<file path="src/design/dltq_pkg.sv">
// ----------------------------------------------------------------------------
// dltq_pkg: shared types and constants of the delta-list timer queue
// Field widths, mode and status codes, and the command word that is passed
// from the front end to the list engine.
// ----------------------------------------------------------------------------
package dltq_pkg;

  localparam int ENTRIES_DEF = 16;
  localparam int QDEPTH_DEF  = 2;

  localparam int ID_W    = 4;
  localparam int DELAY_W = 40;
  localparam int TIME_W  = 48;
  localparam int MODE_W  = 2;
  localparam int STAT_W  = 2;

  // Upper bound on expiry words reported for one tick.
  localparam int MAX_RESULTS = 16;
  localparam int NRES_W      = $clog2(MAX_RESULTS + 1);

  localparam int IN_DATA_W  = 96;
  localparam int OUT_DATA_W = 48;

  localparam logic [MODE_W-1:0] MODE_ADD    = 2'd0;
  localparam logic [MODE_W-1:0] MODE_UPDATE = 2'd1;
  localparam logic [MODE_W-1:0] MODE_REMOVE = 2'd2;
  localparam logic [MODE_W-1:0] MODE_TICK   = 2'd3;

  localparam logic [STAT_W-1:0] ST_DONE    = 2'd0;
  localparam logic [STAT_W-1:0] ST_EXPIRED = 2'd1;
  localparam logic [STAT_W-1:0] ST_FULL    = 2'd2;
  localparam logic [STAT_W-1:0] ST_ABSENT  = 2'd3;

  localparam logic [DELAY_W-1:0] ETERNITY = {DELAY_W{1'b1}};

  typedef enum logic [1:0] {
    OP_SET    = 2'd0,
    OP_REMOVE = 2'd1,
    OP_TICK   = 2'd2
  } op_kind_t;

  typedef struct packed {
    op_kind_t             kind;
    logic [ID_W-1:0]      id;
    logic [DELAY_W-1:0]   delay;
    logic [TIME_W-1:0]    now;
  } cmd_t;

endpackage

</file>
<file path="src/design/dltq_front.sv">
// ----------------------------------------------------------------------------
// dltq_front: input word decode
// Takes input words, unpacks the fields and folds the four modes into the
// three command kinds the list engine knows.
// ----------------------------------------------------------------------------
module dltq_front
  import dltq_pkg::*;
(
  input  logic                  in_tvalid,
  output logic                  in_tready,
  input  logic [IN_DATA_W-1:0]  in_tdata,
  input  logic [MODE_W-1:0]     in_tuser,
  output logic                  push,
  output cmd_t                  push_cmd,
  input  logic                  q_full
);

  assign in_tready = !q_full;
  assign push      = in_tvalid && !q_full;

  always_comb begin
    push_cmd.id    = in_tdata[ID_W-1:0];
    push_cmd.delay = in_tdata[ID_W+DELAY_W-1:ID_W];
    push_cmd.now   = in_tdata[ID_W+DELAY_W+TIME_W-1:ID_W+DELAY_W];
    case (in_tuser)
      MODE_ADD, MODE_UPDATE: begin
        push_cmd.kind = OP_SET;
      end
      MODE_REMOVE: begin
        push_cmd.kind = OP_REMOVE;
      end
      default: begin
        push_cmd.kind = OP_TICK;
      end
    endcase
  end

endmodule

</file>
<file path="src/design/dltq_queue.sv">
// ----------------------------------------------------------------------------
// dltq_queue: command queue
// Small FIFO of decoded commands between the front end and the list engine.
// ----------------------------------------------------------------------------
module dltq_queue
  import dltq_pkg::*;
#(
  parameter int DEPTH = QDEPTH_DEF
) (
  input  logic clk,
  input  logic rst_n,
  input  logic push,
  input  cmd_t push_cmd,
  output logic full,
  input  logic pop,
  output logic q_valid,
  output cmd_t q_cmd
);

  localparam int PW = (DEPTH > 1) ? $clog2(DEPTH) : 1;
  localparam int CW = $clog2(DEPTH + 1);

  cmd_t          slot_r [DEPTH];
  logic [PW-1:0] wp_r, wp_nxt, rp_r, rp_nxt;
  logic [CW-1:0] cnt_r, cnt_nxt;

  assign full    = (cnt_r == CW'(DEPTH));
  assign q_valid = (cnt_r != '0);
  assign q_cmd   = slot_r[rp_r];

  always_comb begin
    wp_nxt  = wp_r;
    rp_nxt  = rp_r;
    cnt_nxt = cnt_r;
    if (push) begin
      wp_nxt = (wp_r == PW'(DEPTH - 1)) ? '0 : wp_r + 1'b1;
    end
    if (pop) begin
      rp_nxt = (rp_r == PW'(DEPTH - 1)) ? '0 : rp_r + 1'b1;
    end
    if (push && !pop) begin
      cnt_nxt = cnt_r + 1'b1;
    end else if (pop && !push) begin
      cnt_nxt = cnt_r - 1'b1;
    end
  end

  always_ff @(posedge clk) begin
    if (!rst_n) begin
      wp_r  <= '0;
      rp_r  <= '0;
      cnt_r <= '0;
    end else begin
      wp_r  <= wp_nxt;
      rp_r  <= rp_nxt;
      cnt_r <= cnt_nxt;
    end
  end

  always_ff @(posedge clk) begin
    if (push) begin
      slot_r[wp_r] <= push_cmd;
    end
  end

endmodule

</file>
<file path="src/design/dltq_engine.sv">
// ----------------------------------------------------------------------------
// dltq_engine: delta-list engine
// Keeps the list in a row of slots that rotates through the head, one slot per
// cycle but in S_HOLD, so that sync, removal and insertion happen in one sweep.
// ----------------------------------------------------------------------------
module dltq_engine
  import dltq_pkg::*;
#(
  parameter int ENTRIES = ENTRIES_DEF
) (
  input  logic                  clk,
  input  logic                  rst_n,
  input  logic                  q_valid,
  input  cmd_t                  q_cmd,
  output logic                  pop,
  output logic                  out_tvalid,
  input  logic                  out_tready,
  output logic [OUT_DATA_W-1:0] out_tdata,
  output logic [STAT_W-1:0]     out_tuser,
  output logic                  out_tlast
);

  // One spare slot: an update of a full list can insert the new timer
  // before the sweep has reached and dropped the old one.
  localparam int NSLOT = ENTRIES + 1;
  localparam int CW    = $clog2(ENTRIES + 2);
  localparam int IW    = $clog2(NSLOT);

  typedef enum logic [5:0] {
    S_IDLE = 6'b000001,
    S_PASS = 6'b000010,
    S_HOLD = 6'b000100,
    S_FIN  = 6'b001000,
    S_EXP  = 6'b010000,
    S_OUT  = 6'b100000
  } state_t;

  state_t state_r, state_nxt, ret_r, ret_nxt;

  logic [ID_W-1:0]    ids_r [NSLOT];
  logic [DELAY_W-1:0] dl_r  [NSLOT];

  logic [CW-1:0]      count_r, count_nxt, rem_r, rem_nxt;
  logic [15:0]        mask_r, mask_nxt;
  logic [TIME_W-1:0]  last_r, last_nxt;
  logic [TIME_W-1:0]  el_r, el_nxt;
  logic               sync_r, sync_nxt;
  logic [DELAY_W-1:0] carry_r, carry_nxt;
  logic [DELAY_W-1:0] d_r, d_nxt;
  logic [ID_W-1:0]    tgt_r, tgt_nxt;
  logic               tgt_en_r, tgt_en_nxt;
  logic               ins_en_r, ins_en_nxt;
  logic               ins_done_r, ins_done_nxt;
  logic               tick_r, tick_nxt;
  logic [ID_W-1:0]    hold_id_r, hold_id_nxt;
  logic [DELAY_W-1:0] hold_d_r, hold_d_nxt;
  logic [NRES_W-1:0]  n_r, n_nxt;

  logic [STAT_W-1:0]  res_st_r, res_st_nxt;
  logic [ID_W-1:0]    res_id_r, res_id_nxt;
  logic [DELAY_W-1:0] res_ttn_r, res_ttn_nxt;
  logic               res_last_r, res_last_nxt;

  logic               ov_r, ov_nxt;
  logic [STAT_W-1:0]  o_st_r, o_st_nxt;
  logic [ID_W-1:0]    o_id_r, o_id_nxt;
  logic [DELAY_W-1:0] o_ttn_r, o_ttn_nxt;
  logic               o_last_r, o_last_nxt;

  logic               shift_pop, shift_push;
  logic [ID_W-1:0]    wr_id;
  logic [DELAY_W-1:0] wr_d;
  logic [CW-1:0]      wpos;
  logic [IW-1:0]      wi;

  logic [DELAY_W-1:0] head_d, de1, de2;
  logic               queued;

  assign head_d = (count_r != '0) ? dl_r[0] : ETERNITY;
  assign queued = mask_r[q_cmd.id];
  assign de1    = dl_r[0] + carry_r;
  assign wpos   = (shift_pop && shift_push) ? count_r - 1'b1 : count_r;
  assign wi     = wpos[IW-1:0];

  assign out_tvalid = ov_r;
  assign out_tuser  = o_st_r;
  assign out_tlast  = o_last_r;
  assign out_tdata  = {{(OUT_DATA_W - ID_W - DELAY_W){1'b0}}, o_ttn_r, o_id_r};

  always_comb begin
    state_nxt    = state_r;
    ret_nxt      = ret_r;
    count_nxt    = count_r;
    rem_nxt      = rem_r;
    mask_nxt     = mask_r;
    last_nxt     = last_r;
    el_nxt       = el_r;
    sync_nxt     = sync_r;
    carry_nxt    = carry_r;
    d_nxt        = d_r;
    tgt_nxt      = tgt_r;
    tgt_en_nxt   = tgt_en_r;
    ins_en_nxt   = ins_en_r;
    ins_done_nxt = ins_done_r;
    tick_nxt     = tick_r;
    hold_id_nxt  = hold_id_r;
    hold_d_nxt   = hold_d_r;
    n_nxt        = n_r;
    res_st_nxt   = res_st_r;
    res_id_nxt   = res_id_r;
    res_ttn_nxt  = res_ttn_r;
    res_last_nxt = res_last_r;
    ov_nxt       = ov_r && !out_tready;
    o_st_nxt     = o_st_r;
    o_id_nxt     = o_id_r;
    o_ttn_nxt    = o_ttn_r;
    o_last_nxt   = o_last_r;
    pop          = 1'b0;
    shift_pop    = 1'b0;
    shift_push   = 1'b0;
    wr_id        = hold_id_r;
    wr_d         = hold_d_r;
    de2          = de1;

    // Sync on the element at the head, after any folded delta is added.
    if (sync_r) begin
      if (el_r >= {{(TIME_W - DELAY_W){1'b0}}, de1}) begin
        de2 = '0;
      end else begin
        de2 = de1 - el_r[DELAY_W-1:0];
      end
    end

    case (state_r)
      S_IDLE: begin
        if (q_valid) begin
          pop          = 1'b1;
          carry_nxt    = '0;
          ins_done_nxt = 1'b0;
          d_nxt        = q_cmd.delay;
          tgt_nxt      = q_cmd.id;
          rem_nxt      = count_r;
          n_nxt        = '0;
          tick_nxt     = 1'b0;
          ins_en_nxt   = 1'b0;
          tgt_en_nxt   = 1'b0;
          sync_nxt     = 1'b0;
          res_id_nxt   = '0;
          res_ttn_nxt  = head_d;
          res_last_nxt = 1'b1;
          ret_nxt      = S_IDLE;
          case (q_cmd.kind)
            OP_SET: begin
              if (!queued && count_r == CW'(ENTRIES)) begin
                res_st_nxt = ST_FULL;
                state_nxt  = S_OUT;
              end else begin
                tgt_en_nxt = queued;
                ins_en_nxt = 1'b1;
                mask_nxt[q_cmd.id] = 1'b1;
                last_nxt   = q_cmd.now;
                sync_nxt   = (q_cmd.now >= last_r);
                el_nxt     = q_cmd.now - last_r;
                state_nxt  = S_PASS;
              end
            end
            OP_REMOVE: begin
              if (!queued) begin
                res_st_nxt = ST_ABSENT;
                state_nxt  = S_OUT;
              end else begin
                tgt_en_nxt = 1'b1;
                mask_nxt[q_cmd.id] = 1'b0;
                state_nxt  = S_PASS;
              end
            end
            default: begin
              tick_nxt = 1'b1;
              // A due head skips the sync and keeps the old sync time.
              if (count_r == '0 || dl_r[0] != '0) begin
                last_nxt = q_cmd.now;
                sync_nxt = (q_cmd.now >= last_r);
                el_nxt   = q_cmd.now - last_r;
              end
              state_nxt = S_PASS;
            end
          endcase
        end
      end

      S_PASS: begin
        if (rem_r != '0) begin
          shift_pop = 1'b1;
          rem_nxt   = rem_r - 1'b1;
          if (tgt_en_r && ids_r[0] == tgt_r) begin
            // Removed entry: its delta moves on to the successor.
            carry_nxt = dl_r[0];
          end else begin
            carry_nxt = '0;
            if (sync_r) begin
              if (el_r >= {{(TIME_W - DELAY_W){1'b0}}, de1}) begin
                el_nxt = el_r - {{(TIME_W - DELAY_W){1'b0}}, de1};
              end else begin
                sync_nxt = 1'b0;
              end
            end
            shift_push = 1'b1;
            if (ins_en_r && !ins_done_r && d_r < de2) begin
              // New entry lands ahead of this one; this one is held and written in S_HOLD.
              wr_id        = tgt_r;
              wr_d         = d_r;
              hold_id_nxt  = ids_r[0];
              hold_d_nxt   = de2 - d_r;
              ins_done_nxt = 1'b1;
              state_nxt    = S_HOLD;
            end else begin
              if (ins_en_r && !ins_done_r) begin
                d_nxt = d_r - de2;
              end
              wr_id = ids_r[0];
              wr_d  = de2;
            end
          end
        end else begin
          if (ins_en_r && !ins_done_r) begin
            shift_push   = 1'b1;
            wr_id        = tgt_r;
            wr_d         = d_r;
            ins_done_nxt = 1'b1;
          end
          state_nxt = S_FIN;
        end
      end

      S_HOLD: begin
        shift_push = 1'b1;
        state_nxt  = S_PASS;
      end

      S_FIN: begin
        if (tick_r) begin
          state_nxt = S_EXP;
        end else begin
          res_st_nxt   = ST_DONE;
          res_id_nxt   = '0;
          res_ttn_nxt  = head_d;
          res_last_nxt = 1'b1;
          ret_nxt      = S_IDLE;
          state_nxt    = S_OUT;
        end
      end

      S_EXP: begin
        if (count_r != '0 && dl_r[0] == '0 && n_r < NRES_W'(MAX_RESULTS)) begin
          shift_pop = 1'b1;
          mask_nxt[ids_r[0]] = 1'b0;
          n_nxt        = n_r + 1'b1;
          res_st_nxt   = ST_EXPIRED;
          res_id_nxt   = ids_r[0];
          res_ttn_nxt  = (count_r > CW'(1)) ? dl_r[1] : ETERNITY;
          res_last_nxt = !(count_r > CW'(1) && dl_r[1] == '0 &&
                           n_r < NRES_W'(MAX_RESULTS - 1));
          ret_nxt      = res_last_nxt ? S_IDLE : S_EXP;
          state_nxt    = S_OUT;
        end else if (n_r == '0) begin
          res_st_nxt   = ST_DONE;
          res_id_nxt   = '0;
          res_ttn_nxt  = head_d;
          res_last_nxt = 1'b1;
          ret_nxt      = S_IDLE;
          state_nxt    = S_OUT;
        end else begin
          state_nxt = S_IDLE;
        end
      end

      S_OUT: begin
        if (!ov_r || out_tready) begin
          ov_nxt     = 1'b1;
          o_st_nxt   = res_st_r;
          o_id_nxt   = res_id_r;
          o_ttn_nxt  = res_ttn_r;
          o_last_nxt = res_last_r;
          state_nxt  = ret_r;
        end
      end

      default: begin
        state_nxt = S_IDLE;
      end
    endcase

    if (shift_pop && !shift_push) begin
      count_nxt = count_r - 1'b1;
    end else if (shift_push && !shift_pop) begin
      count_nxt = count_r + 1'b1;
    end
  end

  always_ff @(posedge clk) begin
    if (!rst_n) begin
      state_r <= S_IDLE;
      ret_r   <= S_IDLE;
      count_r <= '0;
      mask_r  <= '0;
      last_r  <= '0;
      ov_r    <= 1'b0;
    end else begin
      state_r <= state_nxt;
      ret_r   <= ret_nxt;
      count_r <= count_nxt;
      mask_r  <= mask_nxt;
      last_r  <= last_nxt;
      ov_r    <= ov_nxt;
    end
  end

  always_ff @(posedge clk) begin
    rem_r      <= rem_nxt;
    el_r       <= el_nxt;
    sync_r     <= sync_nxt;
    carry_r    <= carry_nxt;
    d_r        <= d_nxt;
    tgt_r      <= tgt_nxt;
    tgt_en_r   <= tgt_en_nxt;
    ins_en_r   <= ins_en_nxt;
    ins_done_r <= ins_done_nxt;
    tick_r     <= tick_nxt;
    hold_id_r  <= hold_id_nxt;
    hold_d_r   <= hold_d_nxt;
    n_r        <= n_nxt;
    res_st_r   <= res_st_nxt;
    res_id_r   <= res_id_nxt;
    res_ttn_r  <= res_ttn_nxt;
    res_last_r <= res_last_nxt;
    o_st_r     <= o_st_nxt;
    o_id_r     <= o_id_nxt;
    o_ttn_r    <= o_ttn_nxt;
    o_last_r   <= o_last_nxt;
  end

  // Slot row: a pop moves every slot one place toward the head, a push
  // writes the tail.
  for (genvar j = 0; j < NSLOT; j++) begin : g_slot
    if (j < NSLOT - 1) begin : g_mid
      always_ff @(posedge clk) begin
        if (shift_push && wi == IW'(j)) begin
          ids_r[j] <= wr_id;
          dl_r[j]  <= wr_d;
        end else if (shift_pop) begin
          ids_r[j] <= ids_r[j+1];
          dl_r[j]  <= dl_r[j+1];
        end
      end
    end else begin : g_end
      always_ff @(posedge clk) begin
        if (shift_push && wi == IW'(j)) begin
          ids_r[j] <= wr_id;
          dl_r[j]  <= wr_d;
        end
      end
    end
  end

endmodule

</file>
<file path="src/design/delta_list_timer_queue.sv">
// ----------------------------------------------------------------------------
// delta_list_timer_queue: timer queue kept as a delta list
// Adds, updates and removes timers by id and reports expired timers on tick.
// ----------------------------------------------------------------------------
//
//   Channel  Direction  Handshake            Contents
//   in_      slave      in_tvalid/in_tready  tuser: mode; tdata: id, delay, now
//   out_     master     out_tvalid/out_tready tuser: status; tdata: id, next;
//                                             tlast: final word of an item
//
// An add, update or remove sweeps the whole list of queued timers, and pauses
// in a hold state when the new timer lands ahead of an existing one. A tick
// sweeps the list, then sends one word per expiry, up to MAX_RESULTS, or a
// single done word when nothing is due. The list sweep rotates one slot per
// cycle through the head of the slot row, but for the hold state. A full
// queue or an unknown id on remove is answered without a sweep.
// Reset (synchronous, active low) empties the queue and zeroes the sync time.
// A two-word command queue lets input words be taken while the engine works
// or while a result word waits for out_tready.
//
module delta_list_timer_queue
  import dltq_pkg::*;
#(
  parameter int ENTRIES = ENTRIES_DEF
) (
  input  logic                  clk,
  input  logic                  rst_n,
  input  logic                  in_tvalid,
  output logic                  in_tready,
  input  logic [IN_DATA_W-1:0]  in_tdata,   // entry_id[3:0], delay[43:4], now_time[91:44]
  input  logic [MODE_W-1:0]     in_tuser,   // mode[1:0]
  output logic                  out_tvalid,
  input  logic                  out_tready,
  output logic [OUT_DATA_W-1:0] out_tdata,  // expired_id[3:0], time_to_next[43:4]
  output logic [STAT_W-1:0]     out_tuser,  // status[1:0]
  output logic                  out_tlast
);

  logic push, q_full, q_valid, q_pop;
  cmd_t push_cmd, q_cmd;

  dltq_front u_front (
    .in_tvalid (in_tvalid),
    .in_tready (in_tready),
    .in_tdata  (in_tdata),
    .in_tuser  (in_tuser),
    .push      (push),
    .push_cmd  (push_cmd),
    .q_full    (q_full)
  );

  // Commands wait here until the engine has finished the previous one.
  dltq_queue #(
    .DEPTH (QDEPTH_DEF)
  ) u_queue (
    .clk      (clk),
    .rst_n    (rst_n),
    .push     (push),
    .push_cmd (push_cmd),
    .full     (q_full),
    .pop      (q_pop),
    .q_valid  (q_valid),
    .q_cmd    (q_cmd)
  );

  dltq_engine #(
    .ENTRIES (ENTRIES)
  ) u_engine (
    .clk        (clk),
    .rst_n      (rst_n),
    .q_valid    (q_valid),
    .q_cmd      (q_cmd),
    .pop        (q_pop),
    .out_tvalid (out_tvalid),
    .out_tready (out_tready),
    .out_tdata  (out_tdata),
    .out_tuser  (out_tuser),
    .out_tlast  (out_tlast)
  );

endmodule

</file>
<file path="config.mk">
export PLATFORM = sky130hd
export DESIGN_NAME = delta_list_timer_queue
export DESIGN_NICKNAME = d
export VERILOG_FILES = /design/src/design/dltq_pkg.sv /design/src/design/dltq_front.sv /design/src/design/dltq_queue.sv /design/src/design/dltq_engine.sv /design/src/design/delta_list_timer_queue.sv
export SDC_FILE = /design/constraint.sdc
export NUM_CORES = 2
export LEC_CHECK = 0
export ABC_AREA = 1
export BUFFER_PORTS_ARGS = -buffer_cell sky130_fd_sc_hd__buf_4
export CAP_MARGIN = 0
export CORE_MARGIN = 1.5
export CORE_UTILIZATION = 45
export CTS_CLUSTER_DIAMETER = 30
export CTS_CLUSTER_SIZE = 28
export DETAILED_ROUTE_END_ITERATION = 10
export SLEW_MARGIN = 20
export SYNTH_ARGS = -nofsm -noshare
export SYNTH_HDL_FRONTEND = slang
export SYNTH_SLANG_ARGS = --single-unit
</file>
<file path="constraint.sdc">
create_clock -name clk -period 8.6 [get_ports clk]
set_clock_uncertainty 0.2 [all_clocks]
set_input_delay 1.29 -clock clk [delete_from_list [all_inputs] [get_ports clk]]
set_output_delay 1.29 -clock clk [all_outputs]
set_load 0.01 [all_outputs]
</file>
==> results.py <==
metrics = {
    "status": {
        "outcome": "complete, no violations",
    },
    "yosys": {
        "ys_async_sr_fraction_pct": 0,
        "ys_types": 71,
        "ys_seq_elements": 1304,
        "synth_edf_count": 1221,
        "yosysTopAreaCellShare_pct": 50.70,
        "synthTopCellsByCount": "nand2_1, edfxtp_1, inv_1",
        "synth_top_cells_by_area": "edfxtp_1, nand2_1, ha_1",
        "synthCells": 8513,
        "yosysMostFrequentCell": "nand2_1",
        "syn-cell-area_um2": 72320,
        "yosysWarnings": 0,
        "avgSynthCellArea_um2": 8.495,
        "yosysTopAreaCell": "edfxtp_1",
        "ys_seq_area_share_pct": 53.00,
        "ys.flop_type": "edfxtp_1",
    },
    "final_layout": {
        "area_delta_synth_final_pct": 20.13,
        "finalNonFillerCells": 11120,
        "multi_input_area_um2": 29370,
        "final_nets": 9166,
        "fillerInstances": 14590,
        "regArea_um2": 38330,
        "drive_gt1_share_pct": 11.45,
    },
    "detailed_routing": {
        "vias": 59630,
        "first_pass_iters": 8,
        "ant_nets": 0,
        "wire_per_inst_um": 21.40,
        "drc": 0,
        "viasPerCell": 5.361,
        "first_iter_violations": 5410,
        "drt-total-wl_um": 238100,
    },
    "worst_hold_path": {
        "min_from": "u_engine.res_ttn_r[30]",
        "hold_class": "flop to flop",
    },
    "clock_tree": {
        "path_clk_slew_ns": 0.05,
        "ctsHoldBuffers": 0,
        "cts_tree": "built",
        "cts_buffers": 330,
        "clock_path_buffers": 4,
        "worst_skew_pair.late_latency_ns": 0.92,
        "root_buffer": "clkbuf_16",
        "post_cts_buffers": 0,
        "htree_levels": 5,
        "cts_num_sinks": 1304,
        "post_cts_resized": 0,
    },
    "sta": {
        "fin_crit_ns": 7.966,
        "drv_slew": 0,
        "fin_setup_tns_ns": 0,
        "final.period_utilization_pct": 92.63,
        "hold_viol_final": 0,
        "worst_pin_slew_ns": 1.058,
        "slew_headroom_pct": 29.02,
        "finalSetupViolCount": 0,
        "rsz0062_at_grt": "false",
        "fmax_mhz": 125.5,
    },
    "die": {
        "row_count": 146,
        "initial_core_util_pct": 45.50,
        "core_um2": 158900,
        "fp.dieArea_um2": 163100,
        "io_pins": 155,
        "dieHeight_um": 403.9,
        "die_w_um": 403.9,
    },
    "global_routing": {
        "grt_pass1_vias": 57950,
        "grt_pass1_wl_um": 355800,
        "antenna_found_initial": 9,
        "grt_usage_pct": 28.94,
        "overflow": 0,
        "grt_max_degree": 64,
    },
    "run": {
        "drv_cap": 0,
    },
    "worst_setup_path": {
        "startpoint": "u_engine.dl_r[0][0]",
        "reg2reg_from": "u_engine.dl_r[0][0]",
        "cp-start-kind": "flop",
        "cp.arrival_ns": 8.40,
        "critical_path.max_stage_delay_ns": 0.58,
        "path_max_fanout": 33,
        "criticalPathCategory": "flop to flop",
        "slowest_stage": "ha_1",
        "cpMostUsedCell": "nand2_1",
        "end_kind": "flop",
        "worstPathRequired_ns": 9.04,
    },
    "place": {
        "gp_congestion": 0.9692,
        "dp_hpwl_um": 171900,
        "dp.cells": 10540,
        "port_buffers": 146,
    },
}
[area by class of cell]
cell class,instances,share of cell area [%]
antenna,2,0.005761
multi-input combinational,6089,33.81
sequential,1304,44.12
inverter,771,3.336
tap,2072,2.984
clock inverter,211,2.584
clock buffer,366,9.902
timing repair buffer,308,3.252
[kinds of logic after synthesis]
kind of cell               count (synthesis)  synth area share, %
DFF                                     1304                53.00
xor gates and xnor gates                 137                1.659
adders and majority gates                260                4.561
buffers and inverters                   1123                6.618
muxes                                      3              0.04153
and+or+nand+nor                         4465                24.77
other                                      1             0.005186
AOI/OAI and AO/OA                       1220                9.348
[stage by stage]
stage | cell area [um^2] | util (%) | hold slack, ns | setup slack [ns]
2_1_floorplan | 72330 | - | 0.2003 | 0.9860
3_3_place_gp | 75990 | 47.81 | 0.2037 | 0.8270
3_5_place_dp | 76010 | 47.83 | 0.2045 | 0.7498
4_1_cts | 86850 | 54.65 | 0.1927 | 0.7342
5_1_grt | 86870 | 54.66 | 0.2004 | 0.001934
6_report | 86870 | 54.66 | 0.1883 | 0.6335
[registers in the layout, summed over array words and instances (netlist names), 5 cells and up, named ones only]
name	cells
u_engine.dl_r	680
u_engine.last_r	48
u_engine.state_r	6
u_queue.slot_r	188
u_engine.o_ttn_r	40
u_engine.d_r	40
u_engine.count_r	5
u_engine.res_ttn_r	40
u_engine.n_r	5
u_engine.rem_r	5
u_engine.ids_r	68
u_engine.hold_d_r	40
u_engine.el_r	48
u_engine.carry_r	40
[cell usage in the layout (no fill, tap or decap), drive strengths merged, types with 3 or more instances in the layout]
cell | synthesis | routed
nand2 | 3480 | 3480
edfxtp | 1221 | 1221
inv | 768 | 781
nor2 | 573 | 573
a21oi | 547 | 547
o21ai | 461 | 461
clkbuf | 120 | 366
buf | 232 | 308
ha | 254 | 254
nand3 | 215 | 215
clkinv | 3 | 126
xor2 | 94 | 94
dfxtp | 83 | 83
nor3 | 78 | 78
nand4 | 62 | 62
o21bai | 44 | 44
xnor2 | 43 | 43
bufinv | 0 | 41
a31oi | 39 | 39
clkinvlp | 0 | 34
a21o | 27 | 27
nor4 | 22 | 22
o21a | 21 | 21
or2 | 20 | 20
a21boi | 18 | 18
a22oi | 14 | 14
o211ai | 11 | 11
nand3b | 10 | 10
a211oi | 7 | 7
o31ai | 6 | 6
fa | 6 | 6
o311ai | 5 | 5
o2111ai | 4 | 4
conb | 1 | 4
mux2i | 3 | 3
a31o | 3 | 3
[final timing paths]
check / to / slack [ns] / depth (start not counted)
setup / recovery: u_engine.dl_r[0][56] / 0.63 / 39
hold / removal: u_engine.o_ttn_r[30] / 0.19 / 0
setup reg to reg: u_engine.dl_r[0][56] / 0.63 / 39
hold reg to reg: u_engine.o_ttn_r[30] / 0.19 / 0
[per-layer routing]
layer  track usage (%)  share of wire [%]  routed length (um)
met5                 0              0.021                  49
met4             10.70                3.5                8372
met2             47.33                 47              111500
met3             4.371                6.8               16070
met1             38.93                 43              102100
[worst max-delay path: cells and delay by family (launching register included)]
family                   cells  cell delay [ns]
flip-flops                   1             0.38
buffers and inverters        7             1.01
AO/OA/AOI/OAI                3             0.59
AND/OR/NAND/NOR             24             3.87
adder cells (fa/ha/maj)      4             1.48
XOR/XNOR                     1             0.15
Power is left out: the tool's default activity adds up to more than one toggle a clock period on the data nets, which glitch-free logic cannot reach.
